--- src/design/mlspi_pkg.sv ---
// ---------------------------------------------------------------------------
// mlspi_pkg
// Shared types and constants of the multi-lane SPI write master.
// ---------------------------------------------------------------------------
package mlspi_pkg;

    localparam int LANES    = 6;
    localparam int MSG_W    = 64;
    localparam int INS_W    = 8;
    localparam int OP_W     = 2;
    localparam int DELAY_W  = 16;
    localparam int GAP_DELAYS = 3;

    localparam logic [DELAY_W-1:0] DELAY_RESET = DELAY_W'(1);

    localparam int LONG_BITS_DEF        = 64;
    localparam int SHORT_BITS_DEF       = 32;
    localparam int INSTRUCTION_BITS_DEF = 8;

    typedef enum logic [OP_W-1:0] {
        OP_TICK     = 2'd0,
        OP_START    = 2'd1,
        OP_IO_RESET = 2'd2
    } t_op;

    typedef enum logic [3:0] {
        PH_IDLE     = 4'd0,
        PH_SETUP    = 4'd1,
        PH_INS_LOW  = 4'd2,
        PH_INS_HIGH = 4'd3,
        PH_GAP      = 4'd4,
        PH_MSG_LOW  = 4'd5,
        PH_MSG_HIGH = 4'd6,
        PH_TAIL     = 4'd7,
        PH_RST_LOW  = 4'd8,
        PH_RST_HIGH = 4'd9
    } t_phase;

    typedef struct packed {
        logic [OP_W-1:0]  op;
        logic [INS_W-1:0] instruction;
        logic [LANES-1:0] channel_mask;
        logic             extended;
        logic [MSG_W-1:0] lane0_message;
        logic [MSG_W-1:0] lane1_message;
        logic [MSG_W-1:0] lane2_message;
        logic [MSG_W-1:0] lane3_message;
        logic [MSG_W-1:0] lane4_message;
        logic [MSG_W-1:0] lane5_message;
    } t_in_word;

    typedef struct packed {
        logic             serial_clock;
        logic [LANES-1:0] chip_select_n;
        logic [LANES-1:0] serial_data;
        logic             io_reset;
        logic             busy_res;
        logic             done_res;
    } t_out_word;

endpackage

--- src/design/multi_lane_spi_write_master.sv ---
// ---------------------------------------------------------------------------
// multi_lane_spi_write_master
// Six-lane write-only SPI master with one shared serial clock.
// ---------------------------------------------------------------------------
// Input channel (i_in_valid / o_in_stall / i_in_word) carries one command
// word: a tick, a start of a write, or an IO reset strobe. The output
// channel (o_out_valid / i_out_stall / o_out_word) returns exactly one word
// per command: the pin levels after that command plus busy and done flags.
// i_cfg_we / i_cfg_data set the delay length in ticks; write it only while
// no sequence runs.
// Throughput is one word per cycle while i_out_stall is low. A word passes
// an input register, then the pin sequencer update, captured in the result register.
// Pin timing is counted in tick words, not clocks: each pin change waits
// delay_ticks ticks (zero counts as one).
// Reset clears the sequencer to idle (chip selects high, clock, data and IO
// reset low), empties both registers and sets the delay to one tick.
// While i_out_stall is high a pending result holds; the input register still
// takes one word, then o_in_stall rises until the result drains.
// ---------------------------------------------------------------------------
module multi_lane_spi_write_master #(
    parameter int LONG_BITS        = mlspi_pkg::LONG_BITS_DEF,
    parameter int SHORT_BITS       = mlspi_pkg::SHORT_BITS_DEF,
    parameter int INSTRUCTION_BITS = mlspi_pkg::INSTRUCTION_BITS_DEF
) (
    input  logic                          i_clk,
    input  logic                          i_rst_n,
    input  logic                          i_in_valid,
    output logic                          o_in_stall,
    input  mlspi_pkg::t_in_word           i_in_word,
    output logic                          o_out_valid,
    input  logic                          i_out_stall,
    output mlspi_pkg::t_out_word          o_out_word,
    input  logic                          i_cfg_we,
    input  logic [mlspi_pkg::DELAY_W-1:0] i_cfg_data
);

    logic                           r_in_valid;
    mlspi_pkg::t_in_word            r_in_word;
    logic                           r_out_valid;
    mlspi_pkg::t_out_word           r_out_word;
    logic [mlspi_pkg::DELAY_W-1:0]  r_delay_ticks;
    mlspi_pkg::t_out_word           w_result;
    logic                           w_out_free;
    logic                           w_adv;
    logic                           w_in_take;

    assign w_out_free = !r_out_valid || !i_out_stall;
    assign w_adv      = r_in_valid && w_out_free;
    assign o_in_stall = r_in_valid && !w_out_free;
    assign w_in_take  = i_in_valid && !o_in_stall;

    mlspi_seq #(
        .LONG_BITS        (LONG_BITS),
        .SHORT_BITS       (SHORT_BITS),
        .INSTRUCTION_BITS (INSTRUCTION_BITS)
    ) u_seq (
        .i_clk         (i_clk),
        .i_rst_n       (i_rst_n),
        .i_en          (w_adv),
        .i_word        (r_in_word),
        .i_delay_ticks (r_delay_ticks),
        .o_result      (w_result)
    );

    always_ff @(posedge i_clk) begin
        if (!i_rst_n) begin
            r_in_valid    <= 1'b0;
            r_out_valid   <= 1'b0;
            r_delay_ticks <= mlspi_pkg::DELAY_RESET;
        end else begin
            if (w_in_take) begin
                r_in_valid <= 1'b1;
            end else if (w_adv) begin
                r_in_valid <= 1'b0;
            end
            if (w_adv) begin
                r_out_valid <= 1'b1;
            end else if (w_out_free) begin
                r_out_valid <= 1'b0;
            end
            if (i_cfg_we) begin
                r_delay_ticks <= i_cfg_data;
            end
        end
    end

    always_ff @(posedge i_clk) begin
        if (w_in_take) begin
            r_in_word <= i_in_word;
        end
        if (w_adv) begin
            r_out_word <= w_result;
        end
    end

    assign o_out_valid = r_out_valid;
    assign o_out_word  = r_out_word;

endmodule

--- src/design/mlspi_seq.sv ---
// ---------------------------------------------------------------------------
// mlspi_seq
// Pin sequencer: holds the write state and advances it by one input word.
// ---------------------------------------------------------------------------
module mlspi_seq #(
    parameter int LONG_BITS        = mlspi_pkg::LONG_BITS_DEF,
    parameter int SHORT_BITS       = mlspi_pkg::SHORT_BITS_DEF,
    parameter int INSTRUCTION_BITS = mlspi_pkg::INSTRUCTION_BITS_DEF
) (
    input  logic                         i_clk,
    input  logic                         i_rst_n,
    input  logic                         i_en,
    input  mlspi_pkg::t_in_word          i_word,
    input  logic [mlspi_pkg::DELAY_W-1:0] i_delay_ticks,
    output mlspi_pkg::t_out_word         o_result
);

    localparam int MAX_A  = (LONG_BITS > SHORT_BITS) ? LONG_BITS : SHORT_BITS;
    localparam int MAX_B  = (MAX_A > INSTRUCTION_BITS) ? MAX_A : INSTRUCTION_BITS;
    localparam int MAX_C  = (MAX_B > mlspi_pkg::GAP_DELAYS) ? MAX_B : mlspi_pkg::GAP_DELAYS;
    localparam int BC_W   = $clog2(MAX_C + 1);
    localparam int MPOS_W = $clog2(mlspi_pkg::MSG_W);
    localparam int IPOS_W = $clog2(mlspi_pkg::INS_W);
    localparam int LN     = mlspi_pkg::LANES;
    localparam int DW     = mlspi_pkg::DELAY_W;

    localparam logic [BC_W-1:0] C_INS_BITS = BC_W'(INSTRUCTION_BITS);
    localparam logic [BC_W-1:0] C_LONG     = BC_W'(LONG_BITS);
    localparam logic [BC_W-1:0] C_SHORT    = BC_W'(SHORT_BITS);
    localparam logic [BC_W-1:0] C_GAP      = BC_W'(mlspi_pkg::GAP_DELAYS);

    mlspi_pkg::t_phase r_phase, n_phase;
    logic [BC_W-1:0]           r_bit_cnt, n_bit_cnt;
    logic [DW-1:0]             r_delay_cnt, n_delay_cnt;
    logic [LN-1:0]             r_mask, n_mask;
    logic                      r_clk, n_clk;
    logic                      r_rst_lvl, n_rst_lvl;
    logic [LN-1:0]             r_data, n_data;
    logic [mlspi_pkg::INS_W-1:0] r_ins;
    logic                      r_long;
    logic [mlspi_pkg::MSG_W-1:0] r_lane [LN];
    logic [mlspi_pkg::MSG_W-1:0] w_lane [LN];
    logic                      n_done;
    logic                      w_load;

    logic [BC_W-1:0]   w_bit_inc;
    logic [BC_W-1:0]   w_bit_dec;
    logic [BC_W-1:0]   w_msg_len;
    logic [BC_W-1:0]   w_ins_pos;
    logic [BC_W-1:0]   w_msg_pos;
    logic              w_ins_bit;
    logic [LN-1:0]     w_ins_data;
    logic [LN-1:0]     w_msg_data;
    logic [DW:0]       w_cnt_inc;
    logic [DW:0]       w_delay_lim;

    assign w_lane[0] = i_word.lane0_message;
    assign w_lane[1] = i_word.lane1_message;
    assign w_lane[2] = i_word.lane2_message;
    assign w_lane[3] = i_word.lane3_message;
    assign w_lane[4] = i_word.lane4_message;
    assign w_lane[5] = i_word.lane5_message;

    assign w_load = i_en && (mlspi_pkg::t_op'(i_word.op) == mlspi_pkg::OP_START)
                    && (r_phase == mlspi_pkg::PH_IDLE);

    assign w_bit_inc = r_bit_cnt + BC_W'(1);
    assign w_bit_dec = r_bit_cnt - BC_W'(1);
    assign w_msg_len = r_long ? C_LONG : C_SHORT;

    assign w_ins_pos = (r_phase == mlspi_pkg::PH_SETUP) ? (C_INS_BITS - BC_W'(1))
                                                       : (C_INS_BITS - BC_W'(2) - r_bit_cnt);
    assign w_ins_bit = (w_ins_pos < BC_W'(mlspi_pkg::INS_W)) ? r_ins[w_ins_pos[IPOS_W-1:0]]
                                                            : 1'b0;
    assign w_ins_data = w_ins_bit ? r_mask : '0;

    assign w_msg_pos = (r_phase == mlspi_pkg::PH_GAP) ? (w_msg_len - BC_W'(1))
                                                     : (r_bit_cnt - BC_W'(2));

    always_comb begin
        for (int i = 0; i < LN; i++) begin
            w_msg_data[i] = r_mask[i] && r_lane[i][MPOS_W'(w_msg_pos)];
        end
    end

    assign w_cnt_inc   = {1'b0, r_delay_cnt} + (DW+1)'(1);
    assign w_delay_lim = (i_delay_ticks == '0) ? (DW+1)'(1) : {1'b0, i_delay_ticks};

    always_comb begin
        n_phase     = r_phase;
        n_bit_cnt   = r_bit_cnt;
        n_delay_cnt = r_delay_cnt;
        n_mask      = r_mask;
        n_clk       = r_clk;
        n_rst_lvl   = r_rst_lvl;
        n_data      = r_data;
        n_done      = 1'b0;
        if (i_en) begin
            case (mlspi_pkg::t_op'(i_word.op))
                mlspi_pkg::OP_TICK: begin
                    if (r_phase != mlspi_pkg::PH_IDLE) begin
                        if (w_cnt_inc >= w_delay_lim) begin
                            n_delay_cnt = '0;
                            case (r_phase)
                                mlspi_pkg::PH_SETUP: begin
                                    n_bit_cnt = '0;
                                    n_data    = w_ins_data;
                                    n_clk     = 1'b0;
                                    n_phase   = mlspi_pkg::PH_INS_LOW;
                                end
                                mlspi_pkg::PH_INS_LOW: begin
                                    n_clk   = 1'b1;
                                    n_phase = mlspi_pkg::PH_INS_HIGH;
                                end
                                mlspi_pkg::PH_INS_HIGH: begin
                                    n_clk = 1'b0;
                                    if (w_bit_inc < C_INS_BITS) begin
                                        n_bit_cnt = w_bit_inc;
                                        n_data    = w_ins_data;
                                        n_phase   = mlspi_pkg::PH_INS_LOW;
                                    end else begin
                                        n_bit_cnt = '0;
                                        n_phase   = mlspi_pkg::PH_GAP;
                                    end
                                end
                                mlspi_pkg::PH_GAP: begin
                                    if (w_bit_inc >= C_GAP) begin
                                        n_bit_cnt = w_msg_len;
                                        n_data    = w_msg_data;
                                        n_clk     = 1'b0;
                                        n_phase   = mlspi_pkg::PH_MSG_LOW;
                                    end else begin
                                        n_bit_cnt = w_bit_inc;
                                    end
                                end
                                mlspi_pkg::PH_MSG_LOW: begin
                                    n_clk   = 1'b1;
                                    n_phase = mlspi_pkg::PH_MSG_HIGH;
                                end
                                mlspi_pkg::PH_MSG_HIGH: begin
                                    n_clk     = 1'b0;
                                    n_bit_cnt = w_bit_dec;
                                    if (w_bit_dec != '0) begin
                                        n_data  = w_msg_data;
                                        n_phase = mlspi_pkg::PH_MSG_LOW;
                                    end else begin
                                        n_phase = mlspi_pkg::PH_TAIL;
                                    end
                                end
                                mlspi_pkg::PH_RST_LOW: begin
                                    n_rst_lvl = 1'b1;
                                    n_phase   = mlspi_pkg::PH_RST_HIGH;
                                end
                                default: begin
                                    n_phase     = mlspi_pkg::PH_IDLE;
                                    n_clk       = 1'b0;
                                    n_rst_lvl   = 1'b0;
                                    n_data      = '0;
                                    n_mask      = '0;
                                    n_bit_cnt   = '0;
                                    n_delay_cnt = '0;
                                    n_done      = 1'b1;
                                end
                            endcase
                        end else begin
                            n_delay_cnt = w_cnt_inc[DW-1:0];
                        end
                    end
                end
                mlspi_pkg::OP_START: begin
                    if (r_phase == mlspi_pkg::PH_IDLE) begin
                        n_mask      = i_word.channel_mask;
                        n_clk       = 1'b0;
                        n_data      = '0;
                        n_bit_cnt   = '0;
                        n_delay_cnt = '0;
                        n_phase     = mlspi_pkg::PH_SETUP;
                    end
                end
                mlspi_pkg::OP_IO_RESET: begin
                    if (r_phase == mlspi_pkg::PH_IDLE) begin
                        n_rst_lvl   = 1'b0;
                        n_delay_cnt = '0;
                        n_phase     = mlspi_pkg::PH_RST_LOW;
                    end
                end
                default: begin
                end
            endcase
        end
    end

    always_comb begin
        o_result.serial_clock  = n_clk;
        o_result.chip_select_n = ~n_mask;
        o_result.serial_data   = n_data;
        o_result.io_reset      = n_rst_lvl;
        o_result.busy_res      = (n_phase != mlspi_pkg::PH_IDLE);
        o_result.done_res      = n_done;
    end

    always_ff @(posedge i_clk) begin
        if (!i_rst_n) begin
            r_phase     <= mlspi_pkg::PH_IDLE;
            r_bit_cnt   <= '0;
            r_delay_cnt <= '0;
            r_mask      <= '0;
            r_clk       <= 1'b0;
            r_rst_lvl   <= 1'b0;
            r_data      <= '0;
        end else begin
            r_phase     <= n_phase;
            r_bit_cnt   <= n_bit_cnt;
            r_delay_cnt <= n_delay_cnt;
            r_mask      <= n_mask;
            r_clk       <= n_clk;
            r_rst_lvl   <= n_rst_lvl;
            r_data      <= n_data;
        end
    end

    always_ff @(posedge i_clk) begin
        if (w_load) begin
            r_ins  <= i_word.instruction;
            r_long <= i_word.extended;
            for (int i = 0; i < LN; i++) begin
                r_lane[i] <= w_lane[i];
            end
        end
    end

endmodule

--- config.mk ---
export PLATFORM = sky130hd
export DESIGN_NAME = multi_lane_spi_write_master
export DESIGN_NICKNAME = d
export VERILOG_FILES = /design/src/design/mlspi_pkg.sv /design/src/design/multi_lane_spi_write_master.sv /design/src/design/mlspi_seq.sv
export SDC_FILE = /design/constraint.sdc
export NUM_CORES = 1
export LEC_CHECK = 0
export BUFFER_PORTS_ARGS = -buffer_cell sky130_fd_sc_hd__buf_2
export CORE_MARGIN = 2
export CORE_UTILIZATION = 60
export CTS_CLUSTER_SIZE = 24
export DETAILED_ROUTE_END_ITERATION = 10
export PLACE_DENSITY = 0.83
export SLEW_MARGIN = 25
export SYNTH_ARGS = -nofsm -noshare
export SYNTH_HDL_FRONTEND = slang
export SYNTH_HIERARCHICAL = 1
export SYNTH_SLANG_ARGS = --single-unit
--- constraint.sdc ---
create_clock -name i_clk -period 42.6 [get_ports i_clk]
set_input_delay 8.52 -clock i_clk [delete_from_list [all_inputs] [get_ports i_clk]]
set_output_delay 8.52 -clock i_clk [all_outputs]
set_load 0.1 [all_outputs]
After elaboration in Yosys (flattened, before gate mapping)

Memory sizes are Yosys's and may differ from the RTL's.
Cells that the tools add are included.

Register bits after elaboration: 485
Bits in writable memories: 384
Bits of input ports: 422
Output and inout bits: 18
Memories kept: 1

Memories:

| memory       | depth | bits a word | read ports | clocked after Yosys merged registers in | wr ports | RTL line        | RTL |
|---|---|---|---|---|---|---|---|
| u_seq.r_lane | 6     | 64          | 6          | 0                                       | 6        | mlspi_seq.sv:41 | `logic [mlspi_pkg::MSG_W-1:0] r_lane [LN];` |

$add $sub $neg: 6
Magnitude comparators: 6
Equality and inequality tests: 14
Multiplexer cells: 76
Bitwise logic cells: 1
Reduce and logical (&&, ||, !) cells: 34

Operators by type and width:

| cell                                                              | number |
|---|---|
| two-way mux 6 bit                                                 | 14 |
| two-way mux 16 bit                                                | 4 |
| two-way mux 7 bit                                                 | 7 |
| binary-select mux 1 bit (select 6 bit)                            | 6 |
| one-hot mux 16 bit (2 select lines)                               | 1 |
| one-hot mux 6 bit (5 select lines)                                | 1 |
| one-hot mux 4 bit (7 select lines)                                | 1 |
| one-hot mux 7 bit (4 select lines)                                | 1 |
| two-way mux 1 bit                                                 | 24 |
| two-way mux 4 bit                                                 | 6 |
| one-hot mux 6 bit (2 select lines)                                | 2 |
| adder 16 x 1 -> 17 bit, second input constant                     | 1 |
| greater-or-equal comparator 17 bit                                | 1 |
| zero test 16 bit                                                  | 1 |
| less-than comparator 7 x 4 -> 1 bit, second input constant        | 2 |
| one-hot mux 7 bit (2 select lines)                                | 1 |
| equality test 4 x 3 -> 1 bit, second input constant               | 3 |
| one-hot mux 4 bit (3 select lines)                                | 1 |
| logical AND 1 bit                                                 | 11 |
| equality test 4 x 2 -> 1 bit, second input constant               | 2 |
| nonzero test 2 bit                                                | 4 |
| nonzero test 4 bit                                                | 2 |
| adder 7 x 1 -> 7 bit, second input constant                       | 1 |
| greater-or-equal comparator 7 x 2 -> 1 bit, second input constant | 1 |
| 30 further kinds                                                  | 39 |

Depth between registers and ports, before layout

Depth after elaboration: 12
Gate-level depth with buffers: 16
Mapped depth without buffers: 15

Hierarchy

The synthesis kept the hierarchy.

Modules (own cells, without submodules):

| module                      | times used | cells an instance | area an instance (µm²) | seq. area each (µm²) |
|---|---|---|---|---|
| mlspi_seq                   | 1          | 1499              | 19731.4                | 12622.1 |
| multi_lane_spi_write_master | 1          | 476               | 13213.9                | 12882.4 |

Least setup slack after synthesis

Ideal clock, no wire load.

Path kind: input to register
Start point: input i_out_stall
End point: register u_seq/r_ins[0] (netlist bit) (enable)
Library setup time: 1.156 ns
Arrival: 26.816 ns
Data required time: 41.444 ns
Path slack: 14.628 ns
Stages on the path: 4
Path through: a21boi_0 clkbuf_1 inv_1 nor2_1

Word-level cells in the longest chain between the ends: 5

RTL lines:

| item                   | RTL line                          | RTL |
|---|---|---|
| from (decl)            | multi_lane_spi_write_master.sv:31 | `input logic i_out_stall,` |
| zero test 1 bit        | multi_lane_spi_write_master.sv:47 | `assign w_out_free = !r_out_valid \|\| !i_out_stall;` |
| logical OR 1 bit       | multi_lane_spi_write_master.sv:47 |  |
| logical AND 1 bit      | multi_lane_spi_write_master.sv:48 | `assign w_adv = r_in_valid && w_out_free;` |
| logical AND 1 bit      | mlspi_seq.sv:64                   | `assign w_load = i_en && (mlspi_pkg::t_op'(i_word.op) == mlspi_pkg::OP_START)` |
| logical AND 1 bit      | mlspi_seq.sv:65                   | `&& (r_phase == mlspi_pkg::PH_IDLE);` |
| named net u_seq.w_load | mlspi_seq.sv:44                   | `logic w_load;` |
| to (signal assigned)   | mlspi_seq.sv:224                  | `r_ins <= i_word.instruction;` |
| to (decl)              | mlspi_seq.sv:39                   | `logic [mlspi_pkg::INS_W-1:0] r_ins;` |

The timed path passes the listed nets, and every way through them passes these cells.
A chain may end at the register's enable or synchronous reset.

Worst setup path after layout

Start point: input i_out_stall
End point: output o_in_stall

Word-level cells in the longest chain between the ends: 4

RTL lines:

| item              | RTL line                          | RTL |
|---|---|---|
| zero test 1 bit   | multi_lane_spi_write_master.sv:47 |  |
| logical OR 1 bit  | multi_lane_spi_write_master.sv:47 |  |
| zero test 1 bit   | multi_lane_spi_write_master.sv:49 | `assign o_in_stall = r_in_valid && !w_out_free;` |
| logical AND 1 bit | multi_lane_spi_write_master.sv:49 |  |
| to (decl)         | multi_lane_spi_write_master.sv:28 | `output logic o_in_stall,` |

No other way between the ends.

==> metrics.txt <==
DIE AREA=56,800 um^2; post-synthesis simple-gate area fraction=0.05682; CTS tree=yes; CTS Root Cell=clkbuf_16; Comb power frac=0.033; chip height=238.3 um; HPWL after DPL=53,710 um; highest ir drop seen on vdd=0.04191 mV; Switching Share=0.2058; pre-CTS WS=24.75 ns; average cell area after synthesis=16.68 um^2; CP startpoint=i_out_stall; worst setup margin=24.75 ns; Post-Syn Nets=2,425; mapped cell area=32,950 um^2; layout cell share with drive strength beyond 1=0.2611; Clk pin slew, worst setup/hold paths=0.06 ns; Synth cell types=77; number of warnings issued by yosys=6; Clock Sinks=869; hold_buf cts=0; required time worst endpoint=34.08 ns; commonest non-fill, non-tap cell in the layout=edfxtp_1; hold crit path type=flop to flop; Seq pwr share=0.561; Post-CTS Setup Bufs=0; main combinational cell family by area after synthesis=compound AO/OA/AOI/OAI gates; Synth Register Bits=869; xor/xnor cell area share of the yosys netlist=0.006380; adder-cell share of the synthesized area=0.01063; Main synth FF type=edfxtp_1; Post-Place Cell Area=35,790 um^2; status=complete, no violations; post-synthesis mux area share=0.04060; max-slew violation count=0; clk buf depth=3; nets@finish=2,873; P_sw=0.3600 mW; Final GP Congestion=0.8703; clk_skew=0.02731 ns; Detailed Route Iter0 Violations=1,899; vias in the first global route=19,830; Num CTS Buffers=85; CP max FO=3; vias post-DR=19,790; post-route cell area=38,520 um^2; fraction of registers with async set/reset=0; grt ovf=0; end of the worst register-to-register path=u_seq/r_lane[4][58]$_DFFE_PP_; Worst slew margin=0.2677; setup TNS=0 ns; kind of critical path=primary input to output port; global-route wire length before repair=119,500 um; PwrDens=45.41 nW/um^2; RSZ-0062 raised after global routing=false; final WL=80,990 um; Leak=13.68 nW; Crit. End Element=output port; total track usage=0.2860; Internal=1.389 mW; maxcap violations=0; num ports=440; FF-to-FF path depth=7; Resize count post-CTS=0; Synth Area in Compound Gates=0.09232; final hold violations=0; fin crit share=0.4189; minimum clock period=17.85 ns; CP arrival=9.33 ns; Starting Density=0.6098; Core ar.=54,030 um^2; register area share after synthesis=0.7741; most frequent cells in the layout=edfxtp_1 (810), buf_2 (440), nand2_1 (94), clkbuf_16 (86), mux2i_1 (83); die width=238.3 um; largest net degree at the start of global routing=188; Area Growth Syn to Fin=16.92%; 1st-pass router iterations=5; antenna violations before repair=21; post-DR vias/cell=6.181; fmax=56.03 MHz; H-tree Lvls=3; Avg WL per Cell=25.29 um; Hold EP=u_seq/r_lane[0][47]$_DFFE_PP_; Startpoint Class=primary input; reg-to-reg slack, setup=37.61 ns; post-route ant nets=0; # setup viols final=0; Post-Syn Instances=1,975; Clock Power Share=0.406; DR DRC count=0; # rows=85; RR Startpoint=u_seq/r_phase[0]$_SDFF_PN0_; Worst-Skew Late Latency=0.66 ns; worst-margin pin slew=1.098 ns; Post-synth EDFFs=810; Hold Path Stages=0; HP Start=r_in_word[367]$_DFFE_PP_; port bufs=439
==> metal layers <==
metal,GRT usage,wire length [um],up-vias
li1,-,-,8706
met1,0.3812,31150,9814
met2,0.4626,40100,1079
met4,0.1326,3432,0
met5,0,0,-
met3,0.05333,6300,191
==> final cells by class <==
class / count / area [um^2]
sequential: 869 / 25510
tap: 696 / 870.8
antenna: 20 / 50.05
clock buffer: 104 / 2220
timing repair buffer: 468 / 2449
multi-input combinational: 971 / 6877
inverter: 28 / 105.1
clock inverter: 46 / 435.4
fill: 3270 / 15510
==> synth_stat cells (9+ instances only) <==
cell type / instances / area share
a31oi_1: 19 / 0.0036
and3_1: 13 / 0.0025
inv_1: 27 / 0.0031
o221ai_1: 19 / 0.0051
and2_1: 20 / 0.0038
a221oi_1: 11 / 0.0029
nor2b_1: 42 / 0.0080
buf_2: 37 / 0.0056
clkbuf_1: 53 / 0.0060
nand3_1: 31 / 0.0047
nand2_1: 95 / 0.011
a2bb2oi_1: 24 / 0.0064
edfxtp_1: 810 / 0.74
nor3_1: 19 / 0.0029
a21oi_1: 63 / 0.0096
mux4_2: 9 / 0.0062
o21ai_0: 68 / 0.010
a211oi_1: 27 / 0.0062
ha_1: 28 / 0.011
mux2i_1: 83 / 0.025
a21boi_0: 9 / 0.0021
xor2_1: 11 / 0.0029
a21o_1: 9 / 0.0021
o22ai_1: 26 / 0.0049
a22o_1: 14 / 0.0037
mux2_2: 27 / 0.0092
dfxtp_1: 59 / 0.036
nand4_1: 14 / 0.0027
nor2_1: 80 / 0.0091
xnor2_1: 13 / 0.0035
or3_1: 15 / 0.0028
nand2b_1: 16 / 0.0030
o211ai_1: 26 / 0.0059
a22oi_1: 37 / 0.0084
==> worst max-delay path by stage <==
stage,slack [ns],to,depth (start not counted)
after floorplan,14.63,u_seq/r_ins[0]$_DFFE_PP_,4
after global placement,24.75,o_in_stall,3
after detailed placement,24.75,o_in_stall,3
after CTS,24.75,o_in_stall,3
after global routing,24.72,o_in_stall,3
final,24.75,o_in_stall,3
==> flip-flops by register name (all words and copies together) (netlist names) <==
name and count:
u_seq/r_mask 6, o_out_valid 1, u_seq/r_rst_lvl 1, u_seq/r_data 6
o_out_word 16, r_in_word 401, u_seq/r_clk 1, u_seq/r_bit_cnt 7
r_in_valid 1, r_delay_ticks 16, u_seq/r_long 1, u_seq/r_delay_cnt 16
u_seq/r_ins 8, u_seq/r_phase 4, u_seq/r_lane 384
==> cell families (layout without fill, tap and decap cells) <==
family	Yosys count	count (layout)
muxes	119	119
and+or+nand+nor	372	372
other	0	20
AOI/OAI and AO/OA	428	428
adders and majority gates	28	28
DFF	869	869
xor gates and xnor gates	24	24
buffers and inverters	135	646
==> power by group through the flow <==
stage,sequential [mW],clock (mW),combinational [mW]
final,0.981,0.711,0.0576
after global placement,0.996,0,0.0551
after CTS,0.981,0.721,0.0576
after detailed placement,0.998,0,0.0573
after floorplan,1.01,0,0.0214
after global routing,0.983,0.754,0.0621
==> per-stage QoR <==
step / util / hold slack (ns) / cells / total power [mW]
floorplan: - / 0.4003 / 1975 / 1.036
global placement: 0.6620 / 0.4011 / 3030 / 1.051
detailed placement: 0.6625 / 0.4045 / 3031 / 1.056
CTS: 0.7116 / 0.4078 / 3181 / 1.759
global route: 0.7129 / 0.4102 / 3202 / 1.799
finish: 0.7129 / 0.4068 / 3202 / 1.749
==> critical path, stage by stage <==
cell	delay (ns)
buf_2	0.11
and3_1	0.24
buf_2	0.45
(Power assumes the default switching activity.)
